$ cat config.mk
export PLATFORM = sky130hd
export DESIGN_NAME = round_robin_tile_register_allocator_core
export DESIGN_NICKNAME = d
export VERILOG_FILES = /design/src/rtl/rrtra_pkg.sv /design/src/rtl/round_robin_tile_register_allocator_core.sv
export VERILOG_INCLUDE_DIRS = /design/src /design/src/rtl
export SDC_FILE = /design/constraint.sdc
export NUM_CORES = 1
export LEC_CHECK = 0
export BUFFER_PORTS_ARGS = -buffer_cell sky130_fd_sc_hd__buf_2
export CORE_ASPECT_RATIO = 0.7
export CORE_UTILIZATION = 25
export DETAILED_ROUTE_END_ITERATION = 10
export PLACE_DENSITY_LB_ADDON = 0.1
export SYNTH_ARGS = -nofsm -noshare
export SYNTH_HDL_FRONTEND = slang
export SYNTH_SLANG_ARGS = --single-unit
$ cat constraint.sdc
create_clock -name clk -period 7.5 [get_ports clk]
set_input_delay 0.375 -clock clk [delete_from_list [all_inputs] [get_ports clk]]
set_output_delay 0.375 -clock clk [all_outputs]
set_load 0.01 [all_outputs]
$ cat src/rtl/round_robin_tile_register_allocator_core_defines.svh
// assertion macros for the tile register allocator
`ifndef ROUND_ROBIN_TILE_REGISTER_ALLOCATOR_CORE_DEFINES_SVH
`define ROUND_ROBIN_TILE_REGISTER_ALLOCATOR_CORE_DEFINES_SVH
`ifndef ASSERT_OFF
`define RRTRA_ASSERT(label, clk_s, rst_s, prop) \
    label: assert property (@(posedge clk_s) disable iff (!rst_s) prop) \
        else $error("rrtra assertion failed");
`define RRTRA_ASSERT_NR(label, clk_s, prop) \
    label: assert property (@(posedge clk_s) prop) \
        else $error("rrtra assertion failed");
`else
`define RRTRA_ASSERT(label, clk_s, rst_s, prop)
`define RRTRA_ASSERT_NR(label, clk_s, prop)
`endif
`endif

$ cat src/rtl/rrtra_pkg.sv
`timescale 1ns / 1ps
package rrtra_pkg;

    localparam int       DIV_W    = 11;
    localparam logic [3:0] DIV_LAST = 4'd10;
    localparam logic [7:0] TE_RESET = 8'd24;
    localparam int       NEED_W   = 2 * DIV_W;

    typedef enum logic [3:0] {
        ST_IDLE,
        ST_EMPTY,
        ST_DIV_H,
        ST_DIV_V,
        ST_NEED,
        ST_FREE_RD,
        ST_FREE_CHK,
        ST_WALK,
        ST_TAKE,
        ST_FINISH
    } state_t;

    typedef struct packed {
        logic       assigned;
        logic [3:0] preg_index;
        logic [2:0] tile_row;
        logic [2:0] tile_col;
        logic       evicted_valid;
        logic [3:0] evicted_vreg;
        logic       incomplete;
        logic       last;
    } result_t;

endpackage

$ cat src/rtl/round_robin_tile_register_allocator_core.sv
`timescale 1ns / 1ps
`include "round_robin_tile_register_allocator_core_defines.svh"
// Round-robin tile register allocator. Each request beat places one virtual register into
// physical register slots and returns one result beat per slot taken (or a single empty beat),
// the final one flagged by last. The block handles one request at a time and holds in_stall
// high from acceptance until its last result has entered the output register. The time from
// one accepted request to the next grows with the listed slots released, the slots visited in
// the walk, the slots taken and, for each evicted register, the entries of its list; stalls on
// the result side add to it. The shared bit-serial divider forms both tile counts at one
// quotient bit per cycle. Special-case requests skip the divider and give one empty beat.
// tile_edge must be written only while no request is in flight; the block does not enforce it.
module round_robin_tile_register_allocator_core #(
    parameter int NUM_SLOTS   = 16,
    parameter int NUM_VIRTUAL = 16,
    parameter int MAX_PLACE   = 6
) (
    input  logic        clk,
    input  logic        rst_n,
    input  logic        cfg_wr_en,
    input  logic [7:0]  cfg_wr_data,
    input  logic        in_valid,
    output logic        in_stall,
    input  logic [3:0]  vreg_id,
    input  logic [9:0]  rows,
    input  logic [9:0]  cols,
    input  logic        is_vector,
    input  logic        orientation,
    input  logic [15:0] protected_mask,
    output logic        out_valid,
    input  logic        out_stall,
    output logic        assigned,
    output logic [3:0]  preg_index,
    output logic [2:0]  tile_row,
    output logic [2:0]  tile_col,
    output logic        evicted_valid,
    output logic [3:0]  evicted_vreg,
    output logic        incomplete,
    output logic        last
);
    import rrtra_pkg::*;

    localparam int SW  = $clog2(NUM_SLOTS);
    localparam int VW  = $clog2(NUM_VIRTUAL);
    localparam int KW  = (MAX_PLACE > 1) ? $clog2(MAX_PLACE) : 1;
    localparam int CW  = $clog2(MAX_PLACE + 1);
    localparam int VCW = $clog2(NUM_SLOTS + 1);
    localparam int MEM_DEPTH = 1 << (VW + KW);

    state_t            state_reg, state_next;
    logic [7:0]        te_reg, te_next;
    logic [VW-1:0]     v_reg, v_next;
    logic [15:0]       pmask_reg, pmask_next;
    logic [9:0]        rows_reg, rows_next;
    logic              inc_reg, inc_next;
    logic [7:0]        div_rem_reg, div_rem_next;
    logic [DIV_W-1:0]  div_q_reg, div_q_next;
    logic [3:0]        div_cnt_reg, div_cnt_next;
    logic [DIV_W-1:0]  htiles_reg, htiles_next;
    logic [DIV_W-1:0]  vtiles_reg, vtiles_next;
    logic [NEED_W-1:0] need_reg, need_next;
    logic [NUM_SLOTS-1:0]   own_valid_reg, own_valid_next;
    logic [VW-1:0]     own_id_reg [NUM_SLOTS];
    logic [VW-1:0]     own_id_next [NUM_SLOTS];
    logic [CW-1:0]     cnt_reg [NUM_VIRTUAL];
    logic [CW-1:0]     cnt_next [NUM_VIRTUAL];
    logic [NUM_VIRTUAL-1:0] resident_reg, resident_next;
    logic [SW-1:0]     ptr_reg, ptr_next;
    logic [VCW-1:0]    visited_reg, visited_next;
    logic [CW-1:0]     taken_reg, taken_next;
    logic [CW-1:0]     col_reg, col_next;
    logic [CW-1:0]     row_reg, row_next;
    logic [VW-1:0]     fv_reg, fv_next;
    logic              evict_mode_reg, evict_mode_next;
    logic [CW-1:0]     k_reg, k_next;
    logic              ev_reg, ev_next;
    logic [VW-1:0]     evv_reg, evv_next;
    logic              pend_valid_reg, pend_valid_next;
    result_t           pend_reg, pend_next;
    logic              out_valid_reg, out_valid_next;
    result_t           out_reg, out_next;
    logic [SW-1:0]     pl_rd_reg;
    logic [SW-1:0]     pl_mem [MEM_DEPTH];

    logic              in_fire;
    logic              req_empty;
    logic              req_inc;
    logic [7:0]        te_eff;
    logic [8:0]        div_shift;
    logic [9:0]        div_diff;
    logic              div_ge;
    logic [7:0]        div_rem_step;
    logic [DIV_W-1:0]  div_q_step;
    logic              div_done;
    logic [SW-1:0]     owner_addr;
    logic              sel_valid;
    logic [VW-1:0]     sel_id;
    logic [7:0]        sel_id8;
    logic              sel_prot;
    logic [CW-1:0]     fv_cnt;
    logic              free_done;
    logic              walk_done;
    logic [SW-1:0]     ptr_inc;
    logic              out_free;
    logic              take_go;
    logic              out_push;
    result_t           out_data;
    result_t           empty_res;
    logic              mem_we;
    logic [VW+KW-1:0]  mem_waddr;
    logic [VW+KW-1:0]  mem_raddr;

    assign in_fire   = in_valid && (state_reg == ST_IDLE);
    assign req_empty = (is_vector && orientation) || ({28'd0, vreg_id} >= NUM_VIRTUAL)
                       || (rows == 10'd0) || (cols == 10'd0);
    assign req_inc   = !(is_vector && orientation) && ({28'd0, vreg_id} >= NUM_VIRTUAL);
    assign te_eff    = (te_reg == 8'd0) ? 8'd1 : te_reg;

    // shared restoring divider step
    assign div_shift    = {div_rem_reg, div_q_reg[DIV_W-1]};
    assign div_diff     = {1'b0, div_shift} - {2'b00, te_eff};
    assign div_ge       = !div_diff[9];
    assign div_rem_step = div_ge ? div_diff[7:0] : div_shift[7:0];
    assign div_q_step   = {div_q_reg[DIV_W-2:0], div_ge};
    assign div_done     = (div_cnt_reg == DIV_LAST);

    assign owner_addr = (state_reg == ST_FREE_CHK) ? pl_rd_reg : ptr_reg;
    assign sel_valid  = own_valid_reg[owner_addr];
    assign sel_id     = own_id_reg[owner_addr];
    assign sel_id8    = 8'(sel_id);
    assign sel_prot   = sel_valid && (sel_id8 < 8'd16) && pmask_reg[sel_id8[3:0]];

    assign fv_cnt    = cnt_reg[fv_reg];
    assign free_done = (k_reg == fv_cnt);
    assign walk_done = ({1'b0, visited_reg} >= (VCW + 1)'(NUM_SLOTS))
                       || !((NEED_W'(taken_reg) < need_reg)
                            && (taken_reg < CW'(MAX_PLACE)));
    assign ptr_inc   = (ptr_reg == SW'(NUM_SLOTS - 1)) ? '0 : ptr_reg + SW'(1);
    assign out_free  = !out_valid_reg || !out_stall;
    assign take_go   = !pend_valid_reg || out_free;

    assign mem_waddr = {v_reg, taken_reg[KW-1:0]};
    assign mem_raddr = {fv_reg, k_reg[KW-1:0]};

    // next state
    always_comb
    begin
        state_next = state_reg;
        case (state_reg)
            ST_IDLE:
            begin
                if (in_fire)
                begin
                    state_next = req_empty ? ST_EMPTY : ST_DIV_H;
                end
            end
            ST_EMPTY:
            begin
                if (out_free)
                begin
                    state_next = ST_IDLE;
                end
            end
            ST_DIV_H:
            begin
                if (div_done)
                begin
                    state_next = ST_DIV_V;
                end
            end
            ST_DIV_V:
            begin
                if (div_done)
                begin
                    state_next = ST_NEED;
                end
            end
            ST_NEED:     state_next = ST_FREE_RD;
            ST_FREE_RD:
            begin
                if (!free_done)
                begin
                    state_next = ST_FREE_CHK;
                end
                else if (evict_mode_reg)
                begin
                    state_next = ST_TAKE;
                end
                else
                begin
                    state_next = ST_WALK;
                end
            end
            ST_FREE_CHK: state_next = ST_FREE_RD;
            ST_WALK:
            begin
                if (walk_done)
                begin
                    state_next = ST_FINISH;
                end
                else if (!sel_prot && sel_valid)
                begin
                    state_next = ST_FREE_RD;
                end
                else if (!sel_prot)
                begin
                    state_next = ST_TAKE;
                end
            end
            ST_TAKE:
            begin
                if (take_go)
                begin
                    state_next = ST_WALK;
                end
            end
            ST_FINISH:
            begin
                if (out_free)
                begin
                    state_next = ST_IDLE;
                end
            end
            default:     state_next = ST_IDLE;
        endcase
    end

    // datapath and outputs
    always_comb
    begin
        te_next         = cfg_wr_en ? cfg_wr_data : te_reg;
        v_next          = v_reg;
        pmask_next      = pmask_reg;
        rows_next       = rows_reg;
        inc_next        = inc_reg;
        div_rem_next    = div_rem_reg;
        div_q_next      = div_q_reg;
        div_cnt_next    = div_cnt_reg;
        htiles_next     = htiles_reg;
        vtiles_next     = vtiles_reg;
        need_next       = need_reg;
        own_valid_next  = own_valid_reg;
        own_id_next     = own_id_reg;
        cnt_next        = cnt_reg;
        resident_next   = resident_reg;
        ptr_next        = ptr_reg;
        visited_next    = visited_reg;
        taken_next      = taken_reg;
        col_next        = col_reg;
        row_next        = row_reg;
        fv_next         = fv_reg;
        evict_mode_next = evict_mode_reg;
        k_next          = k_reg;
        ev_next         = ev_reg;
        evv_next        = evv_reg;
        pend_valid_next = pend_valid_reg;
        pend_next       = pend_reg;
        mem_we          = 1'b0;
        out_push        = 1'b0;
        empty_res       = '0;
        empty_res.last  = 1'b1;
        out_data        = empty_res;

        case (state_reg)
            ST_IDLE:
            begin
                if (in_fire)
                begin
                    v_next       = VW'(vreg_id);
                    pmask_next   = protected_mask;
                    rows_next    = rows;
                    inc_next     = req_inc;
                    div_rem_next = '0;
                    div_q_next   = DIV_W'(cols) + DIV_W'(te_eff) - DIV_W'(1);
                    div_cnt_next = '0;
                    taken_next   = '0;
                    col_next     = '0;
                    row_next     = '0;
                    visited_next = '0;
                end
            end
            ST_EMPTY:
            begin
                if (out_free)
                begin
                    out_push            = 1'b1;
                    out_data.incomplete = inc_reg;
                end
            end
            ST_DIV_H:
            begin
                div_rem_next = div_rem_step;
                div_q_next   = div_q_step;
                div_cnt_next = div_cnt_reg + 4'd1;
                if (div_done)
                begin
                    htiles_next  = div_q_step;
                    div_rem_next = '0;
                    div_q_next   = DIV_W'(rows_reg) + DIV_W'(te_eff) - DIV_W'(1);
                    div_cnt_next = '0;
                end
            end
            ST_DIV_V:
            begin
                div_rem_next = div_rem_step;
                div_q_next   = div_q_step;
                div_cnt_next = div_cnt_reg + 4'd1;
                if (div_done)
                begin
                    vtiles_next = div_q_step;
                end
            end
            ST_NEED:
            begin
                need_next       = NEED_W'(htiles_reg) * NEED_W'(vtiles_reg);
                fv_next         = v_reg;
                k_next          = '0;
                evict_mode_next = 1'b0;
            end
            ST_FREE_RD:
            begin
                if (free_done && !evict_mode_reg)
                begin
                    cnt_next[v_reg] = '0;
                end
            end
            ST_FREE_CHK:
            begin
                if (sel_valid && (sel_id == fv_reg))
                begin
                    own_valid_next[pl_rd_reg] = 1'b0;
                end
                k_next = k_reg + CW'(1);
            end
            ST_WALK:
            begin
                if (!walk_done)
                begin
                    if (sel_prot)
                    begin
                        ptr_next     = ptr_inc;
                        visited_next = visited_reg + VCW'(1);
                    end
                    else if (sel_valid)
                    begin
                        ev_next                = 1'b1;
                        evv_next               = sel_id;
                        fv_next                = sel_id;
                        k_next                 = '0;
                        evict_mode_next        = 1'b1;
                        resident_next[sel_id]  = 1'b0;
                    end
                    else
                    begin
                        ev_next  = 1'b0;
                        evv_next = '0;
                    end
                end
            end
            ST_TAKE:
            begin
                if (take_go)
                begin
                    own_valid_next[ptr_reg] = 1'b1;
                    own_id_next[ptr_reg]    = v_reg;
                    mem_we                  = 1'b1;
                    cnt_next[v_reg]         = taken_reg + CW'(1);
                    if (pend_valid_reg)
                    begin
                        out_push = 1'b1;
                        out_data = pend_reg;
                    end
                    pend_valid_next          = 1'b1;
                    pend_next                = '0;
                    pend_next.assigned       = 1'b1;
                    pend_next.preg_index     = 4'(ptr_reg);
                    pend_next.tile_row       = 3'(row_reg);
                    pend_next.tile_col       = 3'(col_reg);
                    pend_next.evicted_valid  = ev_reg;
                    pend_next.evicted_vreg   = 4'(evv_reg);
                    taken_next               = taken_reg + CW'(1);
                    if ((DIV_W'(col_reg) + DIV_W'(1)) == htiles_reg)
                    begin
                        col_next = '0;
                        row_next = row_reg + CW'(1);
                    end
                    else
                    begin
                        col_next = col_reg + CW'(1);
                    end
                    ptr_next     = ptr_inc;
                    visited_next = visited_reg + VCW'(1);
                end
            end
            ST_FINISH:
            begin
                if (out_free)
                begin
                    resident_next[v_reg] = 1'b1;
                    out_push             = 1'b1;
                    pend_valid_next      = 1'b0;
                    if (pend_valid_reg)
                    begin
                        out_data            = pend_reg;
                        out_data.last       = 1'b1;
                        out_data.incomplete = NEED_W'(taken_reg) < need_reg;
                    end
                    else
                    begin
                        out_data.incomplete = 1'b1;
                    end
                end
            end
            default:
            begin
                pend_valid_next = 1'b0;
            end
        endcase

        out_valid_next = out_push || (out_valid_reg && out_stall);
        out_next       = out_push ? out_data : out_reg;
    end

    always_ff @(posedge clk or negedge rst_n)
    begin
        if (!rst_n)
        begin
            state_reg      <= ST_IDLE;
            te_reg         <= TE_RESET;
            own_valid_reg  <= '0;
            cnt_reg        <= '{default: '0};
            resident_reg   <= '0;
            ptr_reg        <= '0;
            visited_reg    <= '0;
            taken_reg      <= '0;
            col_reg        <= '0;
            row_reg        <= '0;
            k_reg          <= '0;
            evict_mode_reg <= 1'b0;
            pend_valid_reg <= 1'b0;
            out_valid_reg  <= 1'b0;
        end
        else
        begin
            state_reg      <= state_next;
            te_reg         <= te_next;
            own_valid_reg  <= own_valid_next;
            cnt_reg        <= cnt_next;
            resident_reg   <= resident_next;
            ptr_reg        <= ptr_next;
            visited_reg    <= visited_next;
            taken_reg      <= taken_next;
            col_reg        <= col_next;
            row_reg        <= row_next;
            k_reg          <= k_next;
            evict_mode_reg <= evict_mode_next;
            pend_valid_reg <= pend_valid_next;
            out_valid_reg  <= out_valid_next;
        end
    end

    always_ff @(posedge clk)
    begin
        v_reg       <= v_next;
        pmask_reg   <= pmask_next;
        rows_reg    <= rows_next;
        inc_reg     <= inc_next;
        div_rem_reg <= div_rem_next;
        div_q_reg   <= div_q_next;
        div_cnt_reg <= div_cnt_next;
        htiles_reg  <= htiles_next;
        vtiles_reg  <= vtiles_next;
        need_reg    <= need_next;
        own_id_reg  <= own_id_next;
        fv_reg      <= fv_next;
        ev_reg      <= ev_next;
        evv_reg     <= evv_next;
        pend_reg    <= pend_next;
        out_reg     <= out_next;
    end

    // placement list memory
    always_ff @(posedge clk)
    begin
        if (mem_we)
        begin
            pl_mem[mem_waddr] <= ptr_reg;
        end
        pl_rd_reg <= pl_mem[mem_raddr];
    end

    assign in_stall      = (state_reg != ST_IDLE);
    assign out_valid     = out_valid_reg;
    assign assigned      = out_reg.assigned;
    assign preg_index    = out_reg.preg_index;
    assign tile_row      = out_reg.tile_row;
    assign tile_col      = out_reg.tile_col;
    assign evicted_valid = out_reg.evicted_valid;
    assign evicted_vreg  = out_reg.evicted_vreg;
    assign incomplete    = out_reg.incomplete;
    assign last          = out_reg.last;

    `RRTRA_ASSERT(a_ptr_range, clk, rst_n, ptr_reg <= SW'(NUM_SLOTS - 1))
    `RRTRA_ASSERT(a_take_slot_free, clk, rst_n, state_reg == ST_TAKE |-> !own_valid_reg[ptr_reg])
    `RRTRA_ASSERT(a_taken_cap, clk, rst_n, taken_reg <= CW'(MAX_PLACE))
    `RRTRA_ASSERT(a_resident_set, clk, rst_n, (state_reg == ST_FINISH && out_free) |=> resident_reg[v_reg])

endmodule

==> impl_metrics.csv <==
group,metric,value,unit
status,outcome,"completed",
route,vias_per_cell,4.51,
timing,fin_crit,6.17,ns
pwr,intPower,0.00996,W
final_layout,seqCellArea,24100,um2
synthesis,synthMuxAreaShare,14.9,%
final_layout,layoutNonFillerInstCount,4637,
final_layout,multiInputGateArea,13200,um2
synthesis,synth_edf_count,715,
synthesis,synthArstFlopShare,12.2,%
pwr,p_switching,0.00474,W
clock_tree,cts_sinks,819,
route,wl,103000,um
global_route,grt_max_degree,104,
route,drt_iter0_markers,1612,
global_route,antenna_found_initial,5,
clock_tree,cts_resized,0,
synthesis,synth_compound_area_share,3.04,%
synthesis,synth_ff_type,"edfxtp_1",
timing,hold_viol_final,0,
clock_tree,clock_latency,0.69,ns
pwr,p_sw_share,32.2,%
timing,worst_pin_slew,1.21,ns
timing,finalCritPeriodShare,82.3,%
synthesis,yosys.area_share.simple,7.02,%
hold_path,min_path_type,"primary input to flip-flop",
synthesis,synth_top_family_by_area,"multiplexers",
pwr,power_frac_seq,40.5,%
route,vias,20900,
worst_setup_path,worst_setup_path_end_kind,"flip-flop",
clock_tree,cts_tree,"done",
placed_design,gp_congestion,0.769,
worst_setup_path,required,7.88,ns
floorplanning,rows,119,
timing,final-max-slew-violation-count,0,
clock_tree,path_clk_slew,0.07,ns
pwr,p_clk_share,31.0,%
floorplanning,io_pins,75,
synthesis,seq_area_frac_synth,62.6,%
floorplanning,placeableCoreArea,152000,um2
final_layout,areaGrowthSynthToFinish,16.2,%
worst_setup_path,start_kind,"flip-flop",
pwr,p_comb_share,28.5,%
global_route,grt-ovfl-total,0,
placed_design,port_buffers,74,
route,ant_nets,0,
synthesis,synth_area_leaders,"edfxtp_1 (56%), mux4_2 (11%), dfrtp_1 (6.4%)",
timing,setup-tns-final,0,ns
worst_setup_path,critPathMaxFanout,12,
route,drc,0,
job,drv_cap,0,
synthesis,synth_cells,2432,
synthesis,synth_adder_area_share,8.13,%
synthesis,yosys.area.top_type,"edfxtp_1",
synthesis,yosysUniqueCellTypes,76,
clock_tree,clk_path_buf_depth,3,
timing,rsz0062_at_grt,"false",
synthesis,synth_top_area_share,55.9,%
placed_design,dp.final_hpwl,68300,um
worst_setup_path,crit_type,"flip-flop to flip-flop",
pwr,max-vdd-ir-drop,0.287,mV
floorplanning,design.die.area,155000,um2
global_route,grt_pass1_vias,21900,
final_layout,fillers,15000,
final_layout,finalNetCount,2820,
synthesis,synth_area,38400,um2
timing,fmax,162,MHz
clock_tree,cts.root.buffer_cell,"clkbuf_16",
pwr,p_leak,16.0,nW
worst_setup_path,cp_data_arrival_time,6.55,ns
synthesis,synth_xor_area_share,1.18,%
synthesis,ys.warnings.count,0,
final_layout,largest_reg_flops,512,
synthesis,ys_ff_latch,819,
timing,relSlewSlack,19.2,%
placed_design,placed_cells,4426,
synthesis,syn_nets,2687,
clock_tree,cts_htree_levels,3,
final_layout,drive_above_1_share,20.1,%
floorplanning,die_w,471,um
floorplanning,start_util,25.4,%
timing,setup_viol,0,
global_route,grt_pass1_wl,153000,um
floorplanning,die_h,330,um
synthesis,syn_area_per_cell,15.8,um2
clock_tree,cts-buffers-inserted,87,
route,wire_per_inst,22.2,um
timing,clock_skew,0.0494,ns
pwr,powerDensity,329,nW/um2
global_route,track_usage,13.3,%
route,dr.pass1.iters,8,
## path summary, 6_finish.rpt
path	end	cells past startpoint	from	slack [ns]
setup / recovery	need_reg[21]	20	htiles_reg[3]	1.33
hold / removal	out_valid	3	out_stall	0.07
setup reg to reg	need_reg[21]	20	htiles_reg[3]	1.33
hold reg to reg	pend_reg[5]	0	evv_reg[3]	0.42
max in group asynchronous	k_reg[0]	3	rst_n	5.97
min in group asynchronous	own_valid_reg[11]	2	rst_n	0.28
## metal layers
metal  wire length, um  up-vias  track usage [%]
met5                 0        -                0
met4              1510        0             2.50
met3              4540      114             2.60
met2             44300      440             19.5
met1             52800    11000             20.3
li1                  -     9316                -
## per-stage QoR
step | power (W) | hold slack (ns) | util (%) | instance area [um2] | worst slack, ns
6_report | 0.0147 | 0.0699 | 29.5 | 44600 | 1.33
5_1_grt | 0.0155 | 0.0444 | 29.5 | 44600 | 0.942
4_1_cts | 0.0150 | 0.00892 | 29.5 | 44600 | 1.32
3_5_place_dp | 0.0103 | 0.410 | 27.2 | 41200 | 1.35
3_3_place_gp | 0.0103 | 0.410 | 27.2 | 41200 | 1.45
2_1_floorplan | 0.00882 | 0.0794 | - | 38400 | 2.14
## placed cells by master (no fill, tap or decap), types with 37 or more instances in the layout
master / Yosys / layout
edfxtp_1: 715 / 715
inv_1: 199 / 199
nor2_1: 196 / 196
mux4_2: 190 / 190
nand2_1: 131 / 129
ha_1: 117 / 117
and2_1: 106 / 106
clkbuf_16: 0 / 91
dfrtp_1: 98 / 91
fa_1: 83 / 83
buf_2: 3 / 73
mux2_2: 65 / 65
mux2i_1: 52 / 51
dlygate4sd3_1: 0 / 46
xnor2_1: 40 / 40
a21oi_1: 37 / 37
## cell families (layout without fill, tap and decap cells)
| kind of cell | after synthesis | after routing |
|---|---|---|
| buffers and inverters | 310 | 516 |
| DFF | 819 | 819 |
| other | 0 | 3 |
| xor gates and xnor gates | 52 | 52 |
| and+or+nand+nor | 565 | 565 |
| AOI/OAI and AO/OA | 170 | 170 |
| muxes | 316 | 316 |
| adders and majority gates | 200 | 200 |
## critical path, cell delays in order (launching register included)
cell      delay, ns
edfxtp_1       0.60
and2_1         0.25
fa_1           0.47
ha_1           0.21
fa_1           0.49
inv_1          0.06
fa_1           0.52
inv_1          0.05
fa_1           0.43
ha_1           0.32
o21ai_0        0.12
a21boi_0       0.15
o21ai_0        0.25
a21boi_0       0.17
o21ai_0        0.26
a21oi_1        0.14
o41ai_1        0.71
nor3_1         0.16
o31a_1         0.32
nor2_1         0.11
xnor2_1        0.07
## synthesized netlist by cell type, types with 27 or more instances
cell and number:
edfxtp_1 715, mux2i_1 52, o21ai_0 34, nor3_1 28, nand3_1 27, clkbuf_1 79
mux2_2 65, and2_1 106, a21oi_1 37, ha_1 117, mux4_2 190, dfrtp_1 98
inv_1 199, nor2_1 196, nand2_1 131, xnor2_1 40, fa_1 83
## power by group through the flow
stage	Clock, W	Sequential [W]	Combinational [W]
after floorplan	0	0.00584	0.00298
after global placement	0	0.00606	0.00424
after detailed placement	0	0.00608	0.00425
after CTS	0.00469	0.00598	0.00430
after global routing	0.00485	0.00601	0.00461
final	0.00455	0.00596	0.00419
## area by class of cell
class                   count  share of cell area, %
repair buffers            154                   2.47
inverters                 200                   1.68
multi-input cells        1303                   29.6
flip-flops and latches    819                   53.9
clock inverters            52                   1.41
diodes                      3                 0.0168
clock buffers             110                   5.31
well taps                1996                   5.59
## repair_timing
item / in CTS / in global routing
buffers inserted: 0 / 0
endpoints found under the hold margin: 90 / 0
hold buffers: 46 / 0
Power figures use the tool's default switching activity.
